## src/sv/tmd_pkg.sv

```systemverilog
// Package of the tile mean downsampler: field widths, defaults, register
// indexes and the types shared by the top level and the divider.
// No dependencies.
package tmd_pkg;

   localparam int DEF_MAX_IMAGE_WIDTH = 4096;
   localparam int DEF_MAX_TILE_SIZE   = 64;

   localparam int PIX_W      = 32;
   localparam int IDX_OUT_W  = 12;
   localparam int CFG_IMG_W  = 13;
   localparam int CFG_TILE_W = 7;
   localparam int CSR_IDX_W  = 2;
   localparam int CSR_DATA_W = 13;

   localparam logic [CFG_IMG_W-1:0]  RST_IMAGE_WIDTH  = 13'd2048;
   localparam logic [CFG_IMG_W-1:0]  RST_IMAGE_HEIGHT = 13'd2048;
   localparam logic [CFG_TILE_W-1:0] RST_TILE_WIDTH   = 7'd10;
   localparam logic [CFG_TILE_W-1:0] RST_TILE_HEIGHT  = 7'd10;

   typedef enum logic [CSR_IDX_W-1:0] {
      CSR_IMAGE_WIDTH,
      CSR_IMAGE_HEIGHT,
      CSR_TILE_WIDTH,
      CSR_TILE_HEIGHT
   } csr_index_type;

   typedef enum logic [1:0] {
      DIV_IDLE,
      DIV_RUN,
      DIV_DONE
   } div_state_type;

   typedef struct packed {
      logic [IDX_OUT_W-1:0] tile_column;
      logic [IDX_OUT_W-1:0] tile_row;
      logic                 frame_done;
   } tile_tag_type;

   typedef struct packed {
      tile_tag_type            tag;
      logic signed [PIX_W-1:0] mean_value;
      logic                    mean_valid;
   } div_result_type;

endpackage

```

## src/sv/tmd_divider.sv

```systemverilog
// Sequential signed divider of the tile mean downsampler: tile sum by pixel
// count, one quotient bit per cycle, truncated toward zero.
// Depends on tmd_pkg.
module tmd_divider #(
   parameter int SUM_W = 44,
   parameter int CNT_W = 13
) (
   input  logic                   clock,
   input  logic                   reset,
   input  logic                   start,
   input  logic [SUM_W-1:0]       dividend,
   input  logic [CNT_W-1:0]       divisor,
   input  tmd_pkg::tile_tag_type  start_tag,
   output logic                   busy,
   output logic                   done,
   input  logic                   take,
   output tmd_pkg::div_result_type result
);

   localparam int StepW = $clog2(SUM_W);

   tmd_pkg::div_state_type state_ff, state_in;
   logic [SUM_W-1:0]      quo_ff, quo_in;
   logic [CNT_W-1:0]      rem_ff, rem_in;
   logic [CNT_W-1:0]      den_ff, den_in;
   logic                  neg_ff, neg_in;
   logic [StepW-1:0]      step_ff, step_in;
   tmd_pkg::tile_tag_type tag_ff, tag_in;

   logic [CNT_W:0]               trial;
   logic                         fits;
   logic [tmd_pkg::PIX_W-1:0]    mag;

   // Restoring step: bring down the next dividend bit and try a subtract.
   assign trial = {rem_ff, quo_ff[SUM_W-1]};
   assign fits  = trial >= {1'b0, den_ff};
   assign mag   = quo_ff[tmd_pkg::PIX_W-1:0];

   always_comb begin
      state_in = state_ff;
      quo_in   = quo_ff;
      rem_in   = rem_ff;
      den_in   = den_ff;
      neg_in   = neg_ff;
      step_in  = step_ff;
      tag_in   = tag_ff;
      unique case (state_ff)
         tmd_pkg::DIV_IDLE: begin
            if (start) begin
               neg_in  = dividend[SUM_W-1];
               quo_in  = dividend[SUM_W-1] ? (~dividend + SUM_W'(1)) : dividend;
               rem_in  = '0;
               den_in  = divisor;
               step_in = StepW'(SUM_W - 1);
               tag_in  = start_tag;
               // An empty tile needs no quotient.
               state_in = (divisor == '0) ? tmd_pkg::DIV_DONE : tmd_pkg::DIV_RUN;
            end
         end
         tmd_pkg::DIV_RUN: begin
            rem_in  = fits ? CNT_W'(trial - {1'b0, den_ff}) : CNT_W'(trial);
            quo_in  = {quo_ff[SUM_W-2:0], fits};
            step_in = step_ff - StepW'(1);
            if (step_ff == '0) begin
               state_in = tmd_pkg::DIV_DONE;
            end
         end
         tmd_pkg::DIV_DONE: begin
            if (take) begin
               state_in = tmd_pkg::DIV_IDLE;
            end
         end
         default: begin
            state_in = tmd_pkg::DIV_IDLE;
         end
      endcase
   end

   always_ff @(posedge clock) begin
      if (reset) begin
         state_ff <= tmd_pkg::DIV_IDLE;
      end else begin
         state_ff <= state_in;
      end
   end

   always_ff @(posedge clock) begin
      quo_ff  <= quo_in;
      rem_ff  <= rem_in;
      den_ff  <= den_in;
      neg_ff  <= neg_in;
      step_ff <= step_in;
      tag_ff  <= tag_in;
   end

   assign busy = state_ff != tmd_pkg::DIV_IDLE;
   assign done = state_ff == tmd_pkg::DIV_DONE;

   always_comb begin
      result.tag        = tag_ff;
      result.mean_valid = den_ff != '0;
      if (den_ff == '0) begin
         result.mean_value = '0;
      end else if (neg_ff) begin
         result.mean_value = -mag;
      end else begin
         result.mean_value = mag;
      end
   end

endmodule

```

## config.mk

```make
export PLATFORM = sky130hd
export DESIGN_NAME = tmd_divider
export DESIGN_NICKNAME = d
export VERILOG_FILES = /design/src/sv/tmd_pkg.sv /design/src/sv/tmd_divider.sv
export SDC_FILE = /design/constraint.sdc
export NUM_CORES = 1
export LEC_CHECK = 0
export ABC_AREA = 1
export BUFFER_PORTS_ARGS = -buffer_cell sky130_fd_sc_hd__buf_2
export CAP_MARGIN = 20
export CORE_UTILIZATION = 51
export DETAILED_ROUTE_END_ITERATION = 10
export PLACE_DENSITY = 0.75
export SYNTH_ARGS = -nofsm -noshare
export SYNTH_HDL_FRONTEND = slang
export SYNTH_SLANG_ARGS = --single-unit
```

## constraint.sdc

```tcl
create_clock -name clock -period 4.4 [get_ports clock]
set_input_delay 0.88 -clock clock [delete_from_list [all_inputs] [get_ports clock]]
set_output_delay 0.88 -clock clock [all_outputs]
set_load 0.02 [all_outputs]
```

# After elaboration in Yosys (flattened, before gate mapping)
# Index checks and enable logic that the tools add are counted.
totals:
  regBits: 104
  input_bits: 86
  out_inout_bits: 60
  word_cells: 45
classes:
  add_sub_neg: 4
  order_cmp: 1
  eq_ne: 5
  mux: 15
  n_bitwise: 1
  reduce_logical: 10
op_table:
  columns: ["op", "n"]
  rows:
  - ["$mux W44", 2]
  - ["$pmux W44 S2", 1]
  - ["$mux W32", 2]
  - ["$add A44 B1 Y44 const B", 1]
  - ["$not A44 Y44", 1]
  - ["$neg A32 Y32", 1]
  - ["$logic_not A13 Y1", 2]
  - ["$mux W13", 2]
  - ["$pmux W13 S2", 1]
  - ["$ge A14 B13 Y1", 1]
  - ["$reduce_bool A13 Y1", 1]
  - ["$sub A13 B13 Y13", 1]
  - ["$pmux W6 S2", 1]
  - ["$mux W2", 4]
  - ["$logic_not A6 Y1", 1]
  - ["$mux W6", 1]
  - ["$pmux W2 S3", 1]
  - ["$sub A6 B1 Y6 const B", 1]
  - ["$ne A2 B2 Y1 const B", 2]
  - ["$reduce_and A2 Y1", 2]
  - ["$reduce_bool A2 Y1", 2]
  - ["$reduce_and A3 Y1", 1]
  - ["$eq A2 B1 Y1 const B", 1]
  - ["$eq A2 B2 Y1 const B", 1]
  - ["other kinds (2)", 2]

# Depth between registers and ports, before layout
logic_depth:
  word_depth: 5
  ltp_mapped: 14
  mapped_depth_nobuf: 14

# Least setup slack after synthesis
# No wires, ideal clock.
synth_timing:
  kind: "input to register"
  startpoint: "in start"
  endpoint: "reg quo_ff[0] (enable)"
  setup_time_ps: 505
  arrival_ps: 4004
  path_slack_ps: -109
  path_stages: 2
  path_buffers: 0
  path_cell_list: "inv_1 > a21oi_1"
synth_between:
  elab_chain_len: 2
synth_rtl:
  columns: ["element", "line", "source"]
  rows:
  - ["start, declared", "tmd_divider.sv:10", "input logic start,"]
  - ["$ne A2 B2 Y1 (no source line)", null, null]
  - ["$reduce_and A2 Y1 (no source line)", null, null]
  - ["end signal, assigned", "tmd_divider.sv:88", "quo_ff <= quo_in;"]
  - ["end, declared", "tmd_divider.sv:23", "logic [SUM_W-1:0] quo_ff, quo_in;"]
# No other way between the ends.
# A chain may end at the register's enable or synchronous reset.

==> flow_summary_export.csv <==
group,metric,value,unit
run_status,outcome,"complete, no violations",
drt,met2_length,9.24,mm
grt,grt_pass1_vias,6410,
worst_setup_path,setup.worst_path.start,"neg_ff$_DFFE_PP_",
pwr,powerDensity,638,nW/um^2
finish,layout_commonest_cell,"nand2_1",
finish,ff_latch_area,3100,sq um
timing,setup_tns,0,ns
worst_setup_path,critPathMaxFanout,25,
finish,num-fill-cells,1317,
synthesis,ys_ff_latch,104,
synthesis,synth_warnings,0,
finish,drive_gt1_share,18.3,%
flow_run,max_cap_violations,0,
drt,m1WireLength,8.12,mm
timing,setup_viol,0,
synthesis,yosys.area.top_type_share,42.1,%
clocking,post_cts_resized,0,
timing,timing.fmax,0.294,GHz
placement,port_buffers,145,
finish,final_cells,1305,
clocking,clk_pin_slew,0.08,ns
worst_setup_path,end_kind,"output pin",
clocking,clk_latency,0.36,ns
worst_setup_path,cp_slowest_cell,"edfxtp_1",
clocking,post_cts_buffers,0,
worst_setup_path,crit_chain,"inv_1, a31oi_1, nor2_1, o21ai_0, a21oi_1, buf_2",
finish,areaGrowthSynthToFinish,16.7,%
synthesis,syn-cell-area,7270,sq um
synthesis,syn_nets,1086,
placement,dp.cells,1288,
drt,drt_iter0_markers,502,
pwr,p_switching,2.52,mW
drt,top_layer,"met4",
floorplan,die_width,121,um
worst_setup_path,cp.required,3.52,ns
grt,grt_use_total,26.4,%
drt,vias_per_cell,5.37,
worst_setup_path,path_buf_inv,2,
floorplan,num_io_pins,146,
timing,period_minus_slack,3.40,ns
min_path,hp-start,"quo_ff[38]$_DFFE_PP_",
timing,hold_slack,0.520,ns
drt,drtAntennaViolNets,0,
pwr,clockPowerShare,15.5,%
timing,skew,0.00689,ns
timing,finalHoldViolCount,0,
floorplan,initial_core_util,52.4,%
drt,wl_met3,1.07,mm
worst_setup_path,reg2reg_from,"quo_ff[43]$_DFFE_PP_",
finish,final_cell_mix,"nand2_1 (258), buf_2 (145), nor2_1 (142)",
clocking,cts_hold_buf,0,
worst_setup_path,cp.arrival,2.52,ns
grt,grt_pass1_wl,30.4,mm
worst_setup_path,crit_type,"flop to output pin",
worst_setup_path,worst_r2r_path_depth,14,
min_path,min_to,"quo_ff[39]$_DFFE_PP_",
clocking,cts_max_level,3,
synthesis,async_reset_ff_share,0,%
worst_setup_path,r2r_end,"rem_ff[11]$_SDFFCE_PN0P_",
placement,globalplace.congestion,0.956,
drt,wl_per_cell,14.5,um
pwr,power_frac_comb,49.6,%
clocking,cts_tree,"done",
placement,dp_hpwl,14.5,mm
floorplan,die_h,121,um
drt,dr.pass1.iters,6,
grt,grt_max_degree,68,
worst_setup_path,worstSetupStartpointType,"flop",
floorplan,design.die.area,14700,sq um
synthesis,synth-edff-count,102,
finish,diodes,0,
min_path,hp-class,"flop to flop",
timing,layout_worst_path_cycle_share,77.2,%
clocking,cts_num_sinks,104,
pwr,vdd_ir_drop_max,266,uV
drt,finalWirelength,18.9,mm
worst_setup_path,cp_top_family,"flip-flops",
timing,rsz0062_at_grt,"false",
worst_setup_path,reg2reg_setup_slack,1.89,ns
drt,dr_total_vias,7003,
grt,gr-total-overflow,0,
timing,slew_headroom,46.4,%
finish,fin_nets,1224,
pwr,p_int,2.89,mW
pwr,seqPwrFrac,34.9,%
synthesis,synthCells,982,
worst_setup_path,cpPeakStageDelay,0.87,ns
min_path,min_path_cells,2,
drt,drc,0,
grt,antenna_found_initial,0,
synthesis,synth-seq-area-share,42.7,%
synthesis,avgSynthCellArea,7.41,sq um
clocking,cts_buffers,9,
timing,worst_pin_slew,0.803,ns
clocking,clockBufferDepth,2,
synthesis,ys_top_cells_by_area,"edfxtp_1 (42%), nand2_1 (13%), nor2_1 (7.4%)",
clocking,cts_root_buffer,"clkbuf_16",
finish,multi_input_area,3610,sq um
floorplan,row_count,43,
pwr,swShare,46.6,%
synthesis,synth_top_area_cell,"edfxtp_1",
pwr,finalPower,5.41,mW
pwr,power.leakage,3.96,nW
synthesis,synth_ff_type,"edfxtp_1",
timing,drv_slew,0,
synthesis,synth_cell_types,43,
floorplan,core-area,13900,sq um
[per-layer routing]
metal  vias up  global-route usage (%)
met2       218                    44.1
met5         -                       0
met1      3221                    34.4
met3        34                    4.56
met4         0                    9.18
li1       3530                       -
[state kept, by name (all words and copies together), names as in the netlist]
signal	count
quo_ff	44
state_ff	2
result	25
den_ff	13
rem_ff	13
neg_ff	1
step_ff	6
[cells in the mapped netlist, types with 3 or more instances]
cell,n
nand2_1,258
nor2_1,144
inv_1,117
nand3_1,106
edfxtp_1,102
o21ai_0,66
a21oi_1,34
nand4_1,24
ha_1,17
xor2_1,14
buf_2,11
nand2_2,11
clkbuf_1,8
xnor2_1,6
nor2_2,5
buf_6,4
nor3_1,4
nor4_1,4
o211ai_1,4
inv_2,3
nand3b_1,3
nor2_4,3
o21ai_1,3
o21ai_2,3
o21bai_1,3
[power by group through the flow]
stage                     combinational, mW  sequential (mW)  clock (mW)
after global routing                   3.02             1.94       0.887
after CTS                              2.67             1.89       0.853
after detailed placement               2.66             1.91           0
after floorplan                        1.92             1.90           0
final                                  2.69             1.89       0.838
after global placement                 2.62             1.90           0
[metrics by stage]
step	utilization [%]	setup slack, ns	cell area [sq um]
6_report	61.1	1.00	8480
5_1_grt	61.1	0.790	8480
4_1_cts	61.0	1.01	8460
3_5_place_dp	58.7	1.41	8150
3_3_place_gp	58.7	1.43	8150
2_1_floorplan	-	1.31	7280
[cells by family after synthesis]
kind of cell / share of synthesized area, %
AOI/OAI and AO/OA: 9.24
xor gates and xnor gates: 2.41
adders and majority gates: 3.20
buffers and inverters: 8.09
DFF: 42.7
and+or+nand+nor: 34.4
[how the worst max path moves through the flow]
| stage | to | slack [ns] | depth (start not counted) |
|---|---|---|---|
| after detailed placement | result[6] | 1.41 | 6 |
| after CTS | result[4] | 1.01 | 5 |
| after floorplan | quo_ff[0]$_DFFE_PP_ | 1.31 | 2 |
| final | result[6] | 1.00 | 6 |
| after global placement | result[6] | 1.43 | 6 |
| after global routing | result[6] | 0.79 | 6 |
[worst register-to-register path: stages, from the launching register on]
cell      delay (ns)
edfxtp_1        0.39
inv_1           0.07
ha_1            0.14
inv_1           0.08
fa_1            0.40
nand2_1         0.12
nand3_2         0.10
nand3_1         0.09
nand2_1         0.11
nand2_1         0.14
nand3_4         0.28
nand2_1         0.17
nand2_1         0.07
nand2_1         0.07
inv_1           0.03
[final cells by class]
type	count	area share (%)
inverters	120	5.31
repair buffers	151	9.23
multi-input cells	734	42.5
clock inverters	7	1.05
well taps	180	2.65
flip-flops and latches	104	36.6
clock buffers	9	2.65
No activity file was read; power rests on OpenSTA's default activity.
